**src/rtl/core/y2p_pkg.sv**
```systemverilog
// Shared types, widths and constants for the packed 4:2:2 to planar 4:2:0 converter.
`timescale 1ns / 1ps

package y2p_pkg;

	localparam int REG_W     = 11;
	localparam int ADDR_W    = 23;
	localparam int LUMA_W    = 22;
	localparam int BASE_W    = 20;
	localparam int ROW_W     = 11;
	localparam int BYTE_W    = 8;
	localparam int CFG_IDX_W = 2;
	localparam int PROD_W    = 2 * REG_W;

	localparam int MAX_PAIRS_DEF = 1024;

	localparam logic [REG_W-1:0] PIXEL_PAIRS_RST = REG_W'(176);
	localparam logic [REG_W-1:0] ROW_PAIRS_RST   = REG_W'(144);

	typedef enum logic [CFG_IDX_W-1:0] {
		REG_PIXEL_PAIRS = 2'd0,
		REG_ROW_PAIRS   = 2'd1
	} cfg_reg_t;

	typedef enum logic [1:0] {
		PLANE_Y = 2'd0,
		PLANE_U = 2'd1,
		PLANE_V = 2'd2
	} plane_t;

	typedef struct packed {
		plane_t                  plane;
		logic [ADDR_W-1:0]       offset;
		logic [BYTE_W-1:0]       value;
	} item_t;

endpackage

```
**src/rtl/core/y2p_cfg_regs.sv**
```systemverilog
// Configuration registers, clamped frame dimensions and the registered plane size.
`timescale 1ns / 1ps

module y2p_cfg_regs #(
	parameter int MAX_PAIRS = y2p_pkg::MAX_PAIRS_DEF
) (
	input  logic                           clk,
	input  logic                           arst_n,
	input  logic                           cfg_valid,
	output logic                           cfg_ready,
	input  logic [y2p_pkg::CFG_IDX_W-1:0]  cfg_index,
	input  logic [y2p_pkg::REG_W-1:0]      cfg_data,
	output logic [y2p_pkg::REG_W-1:0]      eff_pp,
	output logic [y2p_pkg::REG_W-1:0]      eff_rp,
	output logic [y2p_pkg::PROD_W-1:0]     plane_size_q
);
	import y2p_pkg::*;

	logic [REG_W-1:0] pixel_pairs_q;
	logic [REG_W-1:0] row_pairs_q;

	assign cfg_ready = 1'b1;

	always_ff @(posedge clk or negedge arst_n) begin
		if (!arst_n) begin
			pixel_pairs_q <= PIXEL_PAIRS_RST;
			row_pairs_q   <= ROW_PAIRS_RST;
		end else if (cfg_valid && cfg_ready) begin
			case (cfg_index)
				REG_PIXEL_PAIRS: pixel_pairs_q <= cfg_data;
				REG_ROW_PAIRS:   row_pairs_q   <= cfg_data;
				default: ;
			endcase
		end
	end

	// A zero register acts as one, a register above the limit acts as the limit.
	always_comb begin
		if (pixel_pairs_q == '0) begin
			eff_pp = REG_W'(1);
		end else if (32'(pixel_pairs_q) > MAX_PAIRS) begin
			eff_pp = REG_W'(MAX_PAIRS);
		end else begin
			eff_pp = pixel_pairs_q;
		end
		if (row_pairs_q == '0) begin
			eff_rp = REG_W'(1);
		end else if (32'(row_pairs_q) > MAX_PAIRS) begin
			eff_rp = REG_W'(MAX_PAIRS);
		end else begin
			eff_rp = row_pairs_q;
		end
	end

	always_ff @(posedge clk or negedge arst_n) begin
		if (!arst_n) begin
			plane_size_q <= PROD_W'(PIXEL_PAIRS_RST) * PROD_W'(ROW_PAIRS_RST);
		end else begin
			plane_size_q <= PROD_W'(eff_pp) * PROD_W'(eff_rp);
		end
	end

endmodule

```
**src/rtl/core/y2p_pos_tracker.sv**
```systemverilog
// Frame position counters that classify each incoming byte and give its plane offset.
`timescale 1ns / 1ps

module y2p_pos_tracker #(
	parameter int MAX_PAIRS = y2p_pkg::MAX_PAIRS_DEF
) (
	input  logic                        clk,
	input  logic                        arst_n,
	input  logic                        accept,
	input  logic [y2p_pkg::BYTE_W-1:0]  pixel_byte,
	input  logic [y2p_pkg::REG_W-1:0]   eff_pp,
	input  logic [y2p_pkg::REG_W-1:0]   eff_rp,
	output logic                        keep,
	output y2p_pkg::item_t              item
);
	import y2p_pkg::*;

	localparam int PAIR_W = (MAX_PAIRS > 1) ? $clog2(MAX_PAIRS) : 1;
	localparam int CMP_W  = (PAIR_W > REG_W) ? PAIR_W : REG_W;

	typedef enum logic [1:0] {
		PH_Y0 = 2'd0,
		PH_U  = 2'd1,
		PH_Y1 = 2'd2,
		PH_V  = 2'd3
	} phase_t;

	phase_t              phase_q;
	logic [PAIR_W-1:0]   pair_col_q;
	logic [ROW_W-1:0]    row_q;
	logic [LUMA_W-1:0]   luma_q;
	logic [BASE_W-1:0]   base_q;

	logic                odd_row;
	logic                row_end;
	logic                frame_end;
	logic [ROW_W:0]      row_last;
	logic [ADDR_W-1:0]   chroma_off;

	assign odd_row    = row_q[0];
	assign row_end    = CMP_W'(pair_col_q) >= (CMP_W'(eff_pp) - CMP_W'(1));
	assign row_last   = {eff_rp, 1'b0} - (ROW_W+1)'(1);
	assign frame_end  = {1'b0, row_q} >= row_last;
	assign chroma_off = ADDR_W'(base_q) + ADDR_W'(pair_col_q);

	always_comb begin
		item.value  = pixel_byte;
		item.plane  = PLANE_Y;
		item.offset = ADDR_W'(luma_q);
		keep        = 1'b0;
		case (phase_q)
			PH_Y0, PH_Y1: begin
				keep = 1'b1;
			end
			PH_U: begin
				keep        = !odd_row;
				item.plane  = PLANE_U;
				item.offset = chroma_off;
			end
			PH_V: begin
				keep        = odd_row;
				item.plane  = PLANE_V;
				item.offset = chroma_off;
			end
			default: ;
		endcase
	end

	always_ff @(posedge clk or negedge arst_n) begin
		if (!arst_n) begin
			phase_q    <= PH_Y0;
			pair_col_q <= '0;
			row_q      <= '0;
			luma_q     <= '0;
			base_q     <= '0;
		end else if (accept) begin
			case (phase_q)
				PH_Y0: begin
					phase_q <= PH_U;
					luma_q  <= luma_q + LUMA_W'(1);
				end
				PH_U: begin
					phase_q <= PH_Y1;
				end
				PH_Y1: begin
					phase_q <= PH_V;
					luma_q  <= luma_q + LUMA_W'(1);
				end
				PH_V: begin
					phase_q <= PH_Y0;
					if (row_end) begin
						pair_col_q <= '0;
						if (frame_end) begin
							row_q  <= '0;
							base_q <= '0;
							luma_q <= '0;
						end else begin
							if (odd_row) begin
								base_q <= base_q + BASE_W'(eff_pp);
							end
							row_q <= row_q + ROW_W'(1);
						end
					end else begin
						pair_col_q <= pair_col_q + PAIR_W'(1);
					end
				end
				default: phase_q <= PH_Y0;
			endcase
		end
	end

`ifndef SYNTH
	a_col_holds: assert property (@(posedge clk) disable iff (!arst_n)
		(accept && phase_q != PH_V) |=> (pair_col_q == $past(pair_col_q)))
		else $error("pair column moved inside a pixel pair");
	a_luma_step: assert property (@(posedge clk) disable iff (!arst_n)
		(accept && phase_q == PH_Y0) |=> (luma_q == $past(luma_q) + LUMA_W'(1)))
		else $error("luma address did not advance after first luma byte");
	a_luma_kept: assert property (@(posedge clk) disable iff (!arst_n)
		(phase_q == PH_Y0 || phase_q == PH_Y1) |-> (keep && item.plane == PLANE_Y))
		else $error("luma byte not routed to the luma plane");
`endif

endmodule

```
**src/rtl/core/y2p_addr_stage.sv**
```systemverilog
// Input register and result register that add the plane start to each kept byte's offset.
`timescale 1ns / 1ps

module y2p_addr_stage (
	input  logic                         clk,
	input  logic                         arst_n,
	input  logic                         in_valid,
	output logic                         in_ready,
	input  logic                         keep,
	input  y2p_pkg::item_t               item,
	input  logic [y2p_pkg::PROD_W-1:0]   plane_size_q,
	output logic                         out_valid,
	input  logic                         out_ready,
	output logic [y2p_pkg::ADDR_W-1:0]   out_address,
	output logic [y2p_pkg::BYTE_W-1:0]   out_value,
	output logic [1:0]                   out_plane
);
	import y2p_pkg::*;

	localparam int SUM_W = PROD_W + 3;

	item_t              item_s1;
	logic               valid_s1;
	logic               valid_s2;
	logic [ADDR_W-1:0]  address_s2;
	logic [BYTE_W-1:0]  value_s2;
	plane_t             plane_s2;

	logic               adv_s1;
	logic [SUM_W-1:0]   luma_size;
	logic [SUM_W-1:0]   plane_start;
	logic [ADDR_W-1:0]  address_d;

	assign adv_s1   = !valid_s2 || out_ready;
	assign in_ready = !valid_s1 || adv_s1;

	assign luma_size = {SUM_W'(plane_size_q)} << 2;

	always_comb begin
		case (item_s1.plane)
			PLANE_U: plane_start = luma_size;
			PLANE_V: plane_start = luma_size + SUM_W'(plane_size_q);
			default: plane_start = '0;
		endcase
	end

	assign address_d = ADDR_W'(plane_start) + item_s1.offset;

	always_ff @(posedge clk or negedge arst_n) begin
		if (!arst_n) begin
			valid_s1 <= 1'b0;
			valid_s2 <= 1'b0;
		end else begin
			if (in_ready) begin
				valid_s1 <= in_valid && keep;
			end
			if (adv_s1) begin
				valid_s2 <= valid_s1;
			end
		end
	end

	always_ff @(posedge clk) begin
		if (in_ready && in_valid && keep) begin
			item_s1 <= item;
		end
		if (adv_s1 && valid_s1) begin
			address_s2 <= address_d;
			value_s2   <= item_s1.value;
			plane_s2   <= item_s1.plane;
		end
	end

	assign out_valid   = valid_s2;
	assign out_address = address_s2;
	assign out_value   = value_s2;
	assign out_plane   = plane_s2;

`ifndef SYNTH
	a_s1_holds: assert property (@(posedge clk) disable iff (!arst_n)
		(valid_s1 && !adv_s1) |=> (valid_s1 && $stable(item_s1)))
		else $error("stalled byte lost from the input register");
	a_ready_free: assert property (@(posedge clk) disable iff (!arst_n)
		(in_ready && valid_s1) |-> adv_s1)
		else $error("input taken while the input register cannot drain");
	a_out_holds: assert property (@(posedge clk) disable iff (!arst_n)
		(out_valid && !out_ready) |=> (out_valid && $stable(out_address)
			&& $stable(out_value) && $stable(out_plane)))
		else $error("stalled result changed before its transfer");
`endif

endmodule

```
**src/rtl/core/yuyv_to_planar_420_converter.sv**
```systemverilog
// A kept byte moves through the input register and then the result register to the result port.
// Throughput: one byte per cycle while the result port is not stalled.
// The input and result registers form the two stages; bytes that carry no result leave no trace.
// The configuration port always accepts; the plane size is registered from the clamped values.
// Reset clears the position counters and valid flags and loads 176 pixel pairs by 144 row pairs.
`timescale 1ns / 1ps

module yuyv_to_planar_420_converter #(
	parameter int MAX_PAIRS = y2p_pkg::MAX_PAIRS_DEF
) (
	input  logic                           clk,
	input  logic                           arst_n,
	input  logic                           in_valid,
	output logic                           in_ready,
	input  logic [y2p_pkg::BYTE_W-1:0]     pixel_byte,
	output logic                           out_valid,
	input  logic                           out_ready,
	output logic [y2p_pkg::ADDR_W-1:0]     out_address,
	output logic [y2p_pkg::BYTE_W-1:0]     out_value,
	output logic [1:0]                     out_plane,
	input  logic                           cfg_valid,
	output logic                           cfg_ready,
	input  logic [y2p_pkg::CFG_IDX_W-1:0]  cfg_index,
	input  logic [y2p_pkg::REG_W-1:0]      cfg_data
);
	import y2p_pkg::*;

	logic [REG_W-1:0]  eff_pp;
	logic [REG_W-1:0]  eff_rp;
	logic [PROD_W-1:0] plane_size_q;
	logic              keep;
	item_t             item;

	y2p_cfg_regs #(
		.MAX_PAIRS(MAX_PAIRS)
	) u_cfg (
		.clk         (clk),
		.arst_n      (arst_n),
		.cfg_valid   (cfg_valid),
		.cfg_ready   (cfg_ready),
		.cfg_index   (cfg_index),
		.cfg_data    (cfg_data),
		.eff_pp      (eff_pp),
		.eff_rp      (eff_rp),
		.plane_size_q(plane_size_q)
	);

	y2p_pos_tracker #(
		.MAX_PAIRS(MAX_PAIRS)
	) u_pos (
		.clk       (clk),
		.arst_n    (arst_n),
		.accept    (in_valid && in_ready),
		.pixel_byte(pixel_byte),
		.eff_pp    (eff_pp),
		.eff_rp    (eff_rp),
		.keep      (keep),
		.item      (item)
	);

	y2p_addr_stage u_addr (
		.clk         (clk),
		.arst_n      (arst_n),
		.in_valid    (in_valid),
		.in_ready    (in_ready),
		.keep        (keep),
		.item        (item),
		.plane_size_q(plane_size_q),
		.out_valid   (out_valid),
		.out_ready   (out_ready),
		.out_address (out_address),
		.out_value   (out_value),
		.out_plane   (out_plane)
	);

endmodule

```
**config.mk**
```make
export PLATFORM = sky130hd
export DESIGN_NAME = yuyv_to_planar_420_converter
export DESIGN_NICKNAME = d
export VERILOG_FILES = /design/src/rtl/core/y2p_pkg.sv /design/src/rtl/core/y2p_cfg_regs.sv /design/src/rtl/core/y2p_pos_tracker.sv /design/src/rtl/core/y2p_addr_stage.sv /design/src/rtl/core/yuyv_to_planar_420_converter.sv
export SDC_FILE = /design/constraint.sdc
export NUM_CORES = 1
export LEC_CHECK = 0
export ABC_AREA = 1
export ABC_CLOCK_PERIOD_IN_PS = 8100
export BUFFER_PORTS_ARGS = -buffer_cell sky130_fd_sc_hd__buf_4
export CORE_AREA = 2 2 193 195
export DETAILED_ROUTE_END_ITERATION = 6
export DIE_AREA = 0 0 195 197
export GPL_TIMING_DRIVEN = 1
export PLACE_DENSITY = 0.68
export SKIP_LAST_GASP = 1
export SYNTH_ARGS = -nofsm -noshare
export SYNTH_HDL_FRONTEND = slang
export SYNTH_SLANG_ARGS = --single-unit
```
**constraint.sdc**
```tcl
create_clock -name clk -period 8.1 [get_ports clk]
set_input_delay 1.62 -clock clk [delete_from_list [all_inputs] [get_ports clk]]
set_output_delay 1.62 -clock clk [all_outputs]
set_load 0.1 [all_outputs]
```
* Yosys cells after proc, flatten, opt, wreduce, memory -nomap -nowiden
Cells that the tools add are included.
** Storage, ports and cells
- Bits in registers :: 177
- Latch bits :: 0
- RAM bits :: 0
- ROM bits :: 0
- Input port bits :: 26
- Word-level logic and storage cells :: 75
- Memories :: 0
** Cells by class
- $add $sub $neg :: 9
- Multipliers :: 1
- Divide/modulo/power cells :: 0
- $lt $le $gt $ge :: 4
- Equal/unequal tests :: 8
- Shifts and indexed selects :: 0
- Mux-type cells :: 15
- Bitwise operators :: 0
- Reductions and logical operators :: 22
** Operators with widths (number)
- $mux 11 :: 5
- $pmux 25 s2 :: 1
- $pmux 23 s2 :: 1
- $mux 22 :: 2
- $pmux 22 s2 :: 1
- $mux 20 :: 2
- $add 23x22->23 :: 1
- $add 23x23->23 :: 1
- $add 22x1->22 const B :: 1
- $gt 11x11->1 const B :: 2
- $logic_not 11->1 :: 2
- $mul 11x11->22 :: 1
- $add 20x10->21 :: 1
- $add 20x11->20 :: 1
- $ge 11x12->1 :: 1
- $sub 12x1->12 const B :: 1
- $add 11x1->11 const B :: 1
- $ge 10x11->1 :: 1
- $sub 11x1->11 const B :: 1
- $add 10x1->10 const B :: 1
- $mux 10 :: 1
- $pmux 2 s4 :: 1
- $reduce_and 4->1 :: 2
- $eq 2x1->1 const B :: 3
- 11 further kinds :: 24

* Longest topological paths before layout
Gate-level depths: netlist of the first run.
- Word-level depth :: 8
- Depth in mapped cells :: 31
- Depth with buffers taken out :: 30

* Modules after synthesis
A second synthesis of the first run with hierarchy kept.
** Second synthesis, totals
- Cell total of the unflattened synthesis :: 2231
- Area, all modules :: 16782.3 um^2
** By module, submodules not included
- y2p_pos_tracker :: instances 1, cells each 920, area each 6158.4 um^2, sequential area each 1626.6 um^2
- y2p_cfg_regs :: instances 1, cells each 736, area each 5815.6 um^2, sequential area each 1112.3 um^2
- y2p_addr_stage :: instances 1, cells each 573, area each 4800.9 um^2, sequential area each 2031.9 um^2
- yuyv_to_planar_420_converter :: instances 1, cells each 2, area each 7.5 um^2, sequential area each 0.0 um^2

* Worst setup path before layout of the first run
OpenSTA, ideal clock, no wires.
- Kind :: reg-to-reg
- Start :: reg u_cfg.row_pairs_q[3]
- End :: reg u_cfg.plane_size_q[16] (netlist bit)
- Setup time :: 0.079 ns
- Arrival time :: 5.492 ns
- Data required time :: 8.021 ns
- Path slack :: 2.529 ns
- Stages on the path, launching flop included :: 25
- Buffers on the path :: 0
- Clock period less this slack :: 5.571 ns
- Cell sequence :: dfrtp_1 -> nor2_1 -> nand3_1 -> o21ai_4 -> inv_1 -> nor2_1 -> inv_1 -> nor2_1 -> fa_1 -> fa_1 -> fa_1 -> fa_1 -> inv_1 -> fa_1 -> inv_1 -> ha_1 -> nand2_1 -> nor2_1 -> o21ai_0 -> o211ai_1 -> nor2_1 -> o21ai_0 -> nand2_1 -> nand2_1 -> xor2_1
** On the way
- Word-level cells in the longest chain between the ends :: 4
- Elaborated cells between the ends (all ways) :: 5
** RTL lines
- from (decl) :: line y2p_cfg_regs.sv:20 : logic [REG_W-1:0] row_pairs_q;
- from (signal assigned) :: line y2p_cfg_regs.sv:31 : REG_ROW_PAIRS: row_pairs_q <= cfg_data;
- $gt 11x11->1 :: line y2p_cfg_regs.sv:48 : end else if (32'(row_pairs_q) > MAX_PAIRS) begin
- $mux 11 :: line y2p_cfg_regs.sv:48
- $mux 11 * :: line y2p_cfg_regs.sv:46 : if (row_pairs_q == '0) begin
- $mul 11x11->22 * :: line y2p_cfg_regs.sv:59 : plane_size_q <= PROD_W'(eff_pp) * PROD_W'(eff_rp);
- to (signal assigned) :: line y2p_cfg_regs.sv:57 : plane_size_q <= PROD_W'(PIXEL_PAIRS_RST) * PROD_W'(ROW_PAIRS_RST);
- to (signal assigned) :: line y2p_cfg_regs.sv:59
- to (decl) :: line y2p_cfg_regs.sv:15 : output logic [y2p_pkg::PROD_W-1:0] plane_size_q
Every way passes the cells marked *; elsewhere a longest branch is shown, timed or not.
A chain may end at the register's enable or synchronous reset.

* Worst setup path after layout of the first run
- Start :: reg u_cfg.pixel_pairs_q[10]
- End :: reg u_cfg.plane_size_q[16] (netlist bit)
** On the way
- Word-level cells in the longest chain between the ends :: 4
- Elaborated cells between the ends (all ways) :: 5
** RTL lines
- from (decl) :: line y2p_cfg_regs.sv:19 : logic [REG_W-1:0] pixel_pairs_q;
- from (signal assigned) :: line y2p_cfg_regs.sv:30 : REG_PIXEL_PAIRS: pixel_pairs_q <= cfg_data;
- $gt 11x11->1 :: line y2p_cfg_regs.sv:41 : end else if (32'(pixel_pairs_q) > MAX_PAIRS) begin
- $mux 11 :: line y2p_cfg_regs.sv:41
- $mux 11 * :: line y2p_cfg_regs.sv:39 : if (pixel_pairs_q == '0) begin
- $mul 11x11->22 * :: line y2p_cfg_regs.sv:59
Marks and branches as above.

==> impl_metrics.py, run 1 <==
metrics = {
    "setup_path": {
        "arrival_ns": 6.73,
        "startpoint": "u_cfg.pixel_pairs_q[10]$_DFFE_PN0P_",
        "r2r-start": "u_cfg.pixel_pairs_q[10]$_DFFE_PN0P_",
        "crit_type": "flop to flop",
        "crit_fanout": 12,
        "slowest_delay_ns": 0.69,
        "crit_chain": "clkinv_1, nand2_1, clkinv_1, nand2_1, fa_1, fa_1, inv_1, fa_1, fa_1, inv_1, fa_1, inv_1, ha_1, nand2_1, nor2_1, o21ai_0, o211ai_1, nor2_1, o21ai_0, nand2_1, nand2_1, xor2_1",
        "critPathTopFamily": "adder cells",
        "required_ns": 8.48,
        "cp-end-kind": "flop",
        "cp_slowest_cell": "dfrtp_1",
        "cp_num_buf_inv": 5,
        "crit_path_start_kind": "flop",
    },
    "power": {
        "p_sw_mw": 3.13,
        "power_density_mw_per_mm2": 333,
        "combPwrFrac": 0.595,
        "p_clk_frac": 0.146,
        "p_int_mw": 2.79,
        "p_sw_frac": 0.529,
        "vdd.ir_drop.worst_uv": 186,
        "pwr-share-seq": 0.260,
        "leakage_nw": 8.98,
        "power_mw": 5.92,
    },
    "hold_path": {
        "hold_path.class": "flop to flop",
        "hp-start": "u_addr.item_s1[4]$_DFFE_PP_",
    },
    "sta": {
        "drv_slew": 0,
        "max-slew-margin-rel": 0.264,
        "final-setup-viol-count": 0,
        "max_freq_mhz": 157,
        "rsz0062_at_grt": "no",
        "clock_skew_ns": 0.0171,
        "worst_slew_pin_slew_ns": 1.10,
        "fin_crit_sh": 0.784,
        "fin_crit_ns": 6.35,
        "setup_tns_ns": 0,
        "final_hold_viol_count": 0,
    },
    "floorplanning": {
        "fp-row-count": 70,
        "die_y_um": 197,
        "core-area_mm2": 0.0363,
        "die_w_um": 195,
        "die_area_mm2": 0.0384,
        "pin_count": 62,
        "start_util": 0.448,
    },
    "logic_synthesis": {
        "synth_top_area_share": 0.157,
        "yosys_warnings": 0,
        "ys_top_cells_by_area": "dfrtp_1, edfxtp_1, nand2_1",
        "syn_inst": 2110,
        "syn-num-nets": 2375,
        "synth_seq_cells": 176,
        "avgSynthCellArea_um2": 7.69,
        "syn_area_mm2": 0.0162,
        "synthArstFlopShare": 0.631,
        "synth_top_area_cell": "dfrtp_1",
        "yosysUniqueCellTypes": 49,
        "ys.flop_type": "dfrtp_1",
        "ys_seq_area_frac": 0.292,
        "synth-edff-count": 65,
    },
    "cells_and_area": {
        "area_growth_pct": 9.34,
        "nNetsFinal": 2416,
        "layout.cells.most_common": "nand2_1",
        "diodes": 0,
        "final_cell_area_mm2": 0.0177,
        "regArea_mm2": 0.00474,
        "fin_util": 0.489,
        "layout_common_cells": "nand2_1, inv_1, nor2_1, ha_1, a21oi_1",
        "drive_above_1_share": 0.0605,
        "fillers": 3596,
        "multi_input_area_mm2": 0.0101,
    },
    "clocking": {
        "cts.sinks": 176,
        "clockBufferDepth": 2,
        "holdBufCountCts": 0,
        "htree_levels": 4,
        "cts_tree": "built",
        "clk_pin_slew_worst_paths_ns": 0.08,
        "clock_latency_ns": 0.47,
        "cts_setup_buffers": 0,
        "cts_resized": 0,
        "root_buffer": "clkbuf_16",
        "cts_buffers": 17,
    },
    "drt": {
        "vias": 14000,
        "drtIter0Drc": 878,
        "drc": 0,
        "dr.pass1.iters": 6,
        "wl_um": 43000,
        "antenna_left": 0,
        "wl_per_cell_um": 16.3,
        "via_per_inst": 5.31,
    },
    "place": {
        "place_congestion": 0.939,
        "port_buffers": 60,
        "dpl_cell_area_mm2": 0.0171,
        "dp_hpwl_um": 34200,
    },
    "global_route": {
        "grt_pass1_vias": 13700,
        "grt_overflow": 0,
        "use_met1": 0.304,
        "grt-busiest-layer": "met2",
        "antenna_found_initial": 0,
        "grt_use_met3": 0.0269,
        "grt_max_degree": 86,
        "met2_usage": 0.394,
        "grt_pass1_wl_um": 70500,
        "grt_usage": 0.230,
    },
    "run_status": {
        "status": "finished, final reports clean",
    },
    "run": {
        "cap_violations": 0,
    },
}
## registers in the layout, summed over array words and instances, names as in the netlist, 10 cells and up
signal and count:
u_cfg.pixel_pairs_q 11, u_pos.luma_q 22, u_pos.row_q 11, u_cfg.plane_size_q 22, u_pos.base_q 20, u_cfg.row_pairs_q 11, u_addr.out_address 23, u_addr.item_s1 32
u_pos.pair_col_q 10
## cell usage after synthesis (all sizes together) (3+ instances only)
| cell type | count |
|---|---|
| a21oi | 139 |
| nand2 | 523 |
| ha | 155 |
| o21bai | 5 |
| xnor2 | 26 |
| edfxtp | 65 |
| clkbuf | 24 |
| buf | 20 |
| o21a | 7 |
| nand4 | 53 |
| a211oi | 4 |
| o21ai | 111 |
| o22ai | 3 |
| nor4 | 7 |
| nor3 | 28 |
| dfstp | 9 |
| nand3 | 82 |
| xor2 | 74 |
| or2 | 7 |
| nand3b | 24 |
| inv | 299 |
| o211ai | 5 |
| dfrtp | 102 |
| clkinv | 9 |
| a31oi | 4 |
| nor2 | 214 |
| a21o | 7 |
| a21boi | 7 |
| fa | 84 |
## cells by family after synthesis
kind of cell,count (synthesis),synth area share
AOI/OAI and AO/OA,301,0.102
xor gates and xnor gates,100,0.0540
adders and majority gates,239,0.223
buffers and inverters,352,0.0837
DFF,176,0.292
other,1,0.000231
and+or+nand+nor,941,0.245
## power by group through the flow
stage | sequential [mW] | combinational (mW) | clock [mW]
detailed placement | 1.55 | 3.49 | 0
CTS | 1.54 | 3.52 | 0.882
global route | 1.57 | 3.93 | 0.919
floorplan | 2.04 | 2.16 | 0
finish | 1.54 | 3.52 | 0.862
global placement | 1.54 | 3.45 | 0
## path summary, 6_finish.rpt
| kind | end | slack [ns] | depth (start not counted) |
|---|---|---|---|
| max in group asynchronous | u_cfg.row_pairs_q[1]$_DFFE_PN0P_ | 5.63 | 2 |
| max reg2reg | u_cfg.plane_size_q[16]$_DFF_PN0_ | 1.75 | 22 |
| min in group asynchronous | u_pos.phase_q[1]$_DFFE_PN0P_ | 1.06 | 1 |
| max | u_cfg.plane_size_q[16]$_DFF_PN0_ | 1.75 | 22 |
| min | u_addr.out_value[4]$_DFFE_PP_ | 0.41 | 0 |
| min reg2reg | u_addr.out_value[4]$_DFFE_PP_ | 0.41 | 0 |
## layout make-up
| type | instances | area share |
|---|---|---|
| clock buffer | 17 | 0.0240 |
| sequential | 176 | 0.267 |
| tap | 468 | 0.0330 |
| inverter | 308 | 0.0652 |
| timing repair buffer | 66 | 0.0279 |
| clock inverter | 15 | 0.0111 |
| multi-input combinational | 1582 | 0.572 |
## per-stage QoR
step | setup slack [ns] | cells | hold WS, ns
final | 1.75 | 2632 | 0.415
after floorplan | 2.53 | 2110 | 0.400
after detailed placement | 1.78 | 2600 | 0.406
after CTS | 1.76 | 2632 | 0.420
after global routing | 1.21 | 2632 | 0.430
after global placement | 1.93 | 2600 | 0.402
## per-layer routing
metal | part of all wire | routed length [um]
met4 | 0.030 | 1270
met3 | 0.042 | 1790
met5 | 0 | 0
met2 | 0.47 | 20300
met1 | 0.46 | 19700
(Power assumes the default switching activity.)
==> run 2: changes to the inputs <==
--- a/config.mk
+++ b/config.mk
@@ -5,14 +5,14 @@
 export SDC_FILE = /design/constraint.sdc
 export NUM_CORES = 1
 export LEC_CHECK = 0
-export ABC_AREA = 1
-export ABC_CLOCK_PERIOD_IN_PS = 8100
+export ABC_AREA = 0
+export ABC_CLOCK_PERIOD_IN_PS = 5400
 export BUFFER_PORTS_ARGS = -buffer_cell sky130_fd_sc_hd__buf_4
-export CORE_AREA = 2 2 193 195
+export CORE_AREA = 2 2 186 188
 export DETAILED_ROUTE_END_ITERATION = 6
-export DIE_AREA = 0 0 195 197
+export DIE_AREA = 0 0 188 190
 export GPL_TIMING_DRIVEN = 1
-export PLACE_DENSITY = 0.68
+export PLACE_DENSITY = 0.7
 export SKIP_LAST_GASP = 1
 export SYNTH_ARGS = -nofsm -noshare
 export SYNTH_HDL_FRONTEND = slang
==> constraint.sdc (replaced) <==
create_clock -name clk -period 5.4 [get_ports clk]
set_input_delay 1.08 -clock clk [delete_from_list [all_inputs] [get_ports clk]]
set_output_delay 1.08 -clock clk [all_outputs]
set_load 0.1 [all_outputs]
==> impl_metrics.py, run 2 <==
metrics = {
    "run_status": {
        "status": "finished, violations left",
        "failed_checks": "negative setup slack",
    },
    "sta": {
        "max-slew-margin-rel": 0.339,
        "final-setup-viol-count": 14,
        "fin_crit_ns": 6.15,
        "worst_slew_pin_slew_ns": 0.980,
        "rsz0062_at_grt": "yes",
        "timing.hold.ws_ns": 0.423,
        "timing.final.ws_setup_ns": -0.750,
        "max_freq_mhz": 163,
        "clock_skew_ns": 0.0203,
        "drv_slew": 0,
        "fin_crit_sh": 1.14,
        "final_hold_viol_count": 0,
    },
    "logic_synthesis": {
        "yosys_warnings": 0,
        "synth_top_area_cell": "dfrtp_1",
        "synthArstFlopShare": 0.631,
        "ys.flop_type": "dfrtp_1",
        "yosysUniqueCellTypes": 81,
        "synth_top_area_share": 0.171,
        "post-synth-top-count-cell": "nand2_1",
        "syn-num-nets": 1866,
        "synth_seq_cells": 176,
        "avgSynthCellArea_um2": 9.33,
        "ys_top_cells_by_area": "dfrtp_1, edfxtp_1, ha_1",
        "syn_area_mm2": 0.0149,
        "ys_seq_area_frac": 0.317,
        "syn_inst": 1601,
        "synth-edff-count": 65,
        "synth_common_cells": "nand2_1, nor2_1, ha_1",
    },
    "hold_path": {
        "whs_endpoint": "u_addr.out_value[4]$_DFFE_PP_",
        "hold_path.class": "flop to flop",
        "hp-start": "u_addr.item_s1[4]$_DFFE_PP_",
        "holdPathStages": 0,
    },
    "setup_path": {
        "r2r_cells": 23,
        "cp_num_buf_inv": 5,
        "cpMostUsedCell": "fa_1",
        "required_ns": 5.77,
        "crit_type": "flop to flop",
        "cp-end-kind": "flop",
        "cp_slowest_cell": "fa_1",
        "r2r-start": "u_cfg.row_pairs_q[2]$_DFFE_PN0P_",
        "crit_chain": "nor4_2, or4b_4, o41ai_4, buf_4, and2_4, nand2_2, fa_1, fa_1, fa_1, inv_2, fa_1, inv_1, fa_1, inv_2, ha_4, a21oi_4, inv_1, o311a_1, o2111ai_2, nand4_1, a31o_2, a21oi_2, xor2_1",
        "reg2reg_to": "u_cfg.plane_size_q[21]$_DFF_PN0_",
        "regToRegSetupSlack_ns": -0.75,
        "crit_path_start_kind": "flop",
        "arrival_ns": 6.52,
        "crit_fanout": 6,
        "slowest_delay_ns": 0.56,
        "critPathTopFamily": "adder cells",
    },
    "drt": {
        "drc": 0,
        "antenna_left": 0,
        "wl_um": 36600,
        "wl_per_cell_um": 16.3,
        "via_per_inst": 5.38,
        "dr.pass1.iters": 5,
        "vias": 12100,
        "drtIter0Drc": 695,
    },
    "place": {
        "dp_hpwl_um": 29000,
        "place_ws_ns": -0.988,
        "port_buffers": 60,
        "dpl.cell_count": 2195,
        "place_congestion": 0.907,
    },
    "clocking": {
        "clk_pin_slew_worst_paths_ns": 0.08,
        "holdBufCountCts": 0,
        "cts_buffers": 17,
        "clockBufferDepth": 2,
        "clock_latency_ns": 0.45,
        "root_buffer": "clkbuf_16",
        "htree_levels": 4,
        "cts.sinks": 176,
        "cts_tree": "built",
    },
    "power": {
        "leakage_nw": 8.32,
        "power_density_mw_per_mm2": 560,
        "vdd.ir_drop.worst_uv": 424,
        "power_mw": 9.94,
    },
    "floorplanning": {
        "die_area_mm2": 0.0357,
        "pin_count": 62,
        "core-area_mm2": 0.0339,
        "die_w_um": 188,
        "die_y_um": 190,
        "fp-row-count": 68,
        "start_util": 0.440,
    },
    "cells_and_area": {
        "layout_common_cells": "buf_4, nand2_1, nor2_1, ha_1, inv_1",
        "diodes": 0,
        "drive_above_1_share": 0.186,
        "fin_util": 0.523,
        "area_growth_pct": 18.9,
        "nNetsFinal": 2038,
        "layout.cells.most_common": "buf_4",
        "fillers": 2980,
        "largest_register_ffs": 32,
        "fin_cells": 2241,
        "top_register": "u_addr.item_s1",
    },
    "global_route": {
        "grt_max_degree": 70,
        "grt_overflow": 0,
        "grt_usage": 0.210,
        "antenna_found_initial": 0,
        "grt_pass1_wl_um": 60100,
        "grt_pass1_vias": 11900,
    },
    "run": {
        "cap_violations": 0,
    },
}
[run 2: cell count changes after synthesis, moves of 16 or more]
| cell | before | now |
|---|---|---|
| nand2_1 | 517 | 168 |
| xnor2_1 | 26 | 68 |
| a21o_1 | 7 | 25 |
| inv_1 | 296 | 147 |
| nor2_1 | 211 | 165 |
| nand3_1 | 81 | 44 |
| xor2_1 | 74 | 34 |
| nand2b_1 | 1 | 18 |
| o21ai_0 | 108 | 68 |
| a21oi_1 | 138 | 79 |
| and3_1 | 0 | 19 |
| nor2b_1 | 0 | 16 |
| mux2_2 | 0 | 24 |
| nand4_1 | 53 | 16 |
[run 2: kinds of logic after synthesis]
logic type | share of synthesized area
and+or+nand+nor | 0.177
other | 0.000251
AOI/OAI and AO/OA | 0.132
DFF | 0.317
buffers and inverters | 0.0512
adders and majority gates | 0.242
muxes | 0.0194
xor gates and xnor gates | 0.0598
[run 2: cell type report]
| cell class | instances | area (um2) | area share |
|---|---|---|---|
| well taps | 455 | 569 | 0.0321 |
| clock inverters | 15 | 209 | 0.0118 |
| inverters | 154 | 578 | 0.0325 |
| repair buffers | 197 | 1520 | 0.0853 |
| flip-flops and latches | 176 | 4740 | 0.267 |
| clock buffers | 17 | 425 | 0.0240 |
| multi-input cells | 1227 | 9720 | 0.547 |
[run 2: report_power, final]
part           switching, mW  internal (mW)  total [mW]
registers              0.337           1.99        2.33
logic                   3.81           2.53        6.35
clock network          0.634          0.637        1.27
total                   4.78           5.16        9.94
[run 2: routing by layer]
metal,track usage,share of wire
met1,0.272,0.45
met2,0.359,0.48
met3,0.0260,0.038
met4,0.0790,0.030
met5,0,0
[run 2: metrics by stage]
stage	TNS, ns	cell area, um2
5_1_grt	-9.36	17800
2_1_floorplan	-6.61	15100
4_1_cts	-5.72	17700
6_report	-5.94	17800
3_5_place_dp	-8.93	16800
3_3_place_gp	-7.52	16800
[run 2: timing repair]
action,CTS,global route
resized for setup,27,11
endpoints found under the setup margin,15,15
setup buffers,11,3
pin swaps,35,10
endpoints found under the hold margin,0,0
[run 2: how the worst max path moves through the flow]
stage	start	cells after the start	end	slack, ns
2_1_floorplan	u_cfg.row_pairs_q[2]$_DFFE_PN0P_	23	u_cfg.plane_size_q[21]$_DFF_PN0_	-0.88
3_3_place_gp	u_cfg.row_pairs_q[2]$_DFFE_PN0P_	22	u_cfg.plane_size_q[21]$_DFF_PN0_	-0.88
3_5_place_dp	u_cfg.row_pairs_q[2]$_DFFE_PN0P_	22	u_cfg.plane_size_q[21]$_DFF_PN0_	-0.99
4_1_cts	u_cfg.row_pairs_q[2]$_DFFE_PN0P_	23	u_cfg.plane_size_q[21]$_DFF_PN0_	-0.79
5_1_grt	u_cfg.row_pairs_q[2]$_DFFE_PN0P_	23	u_cfg.plane_size_q[21]$_DFF_PN0_	-1.0
6_report	u_cfg.row_pairs_q[2]$_DFFE_PN0P_	23	u_cfg.plane_size_q[21]$_DFF_PN0_	-0.75
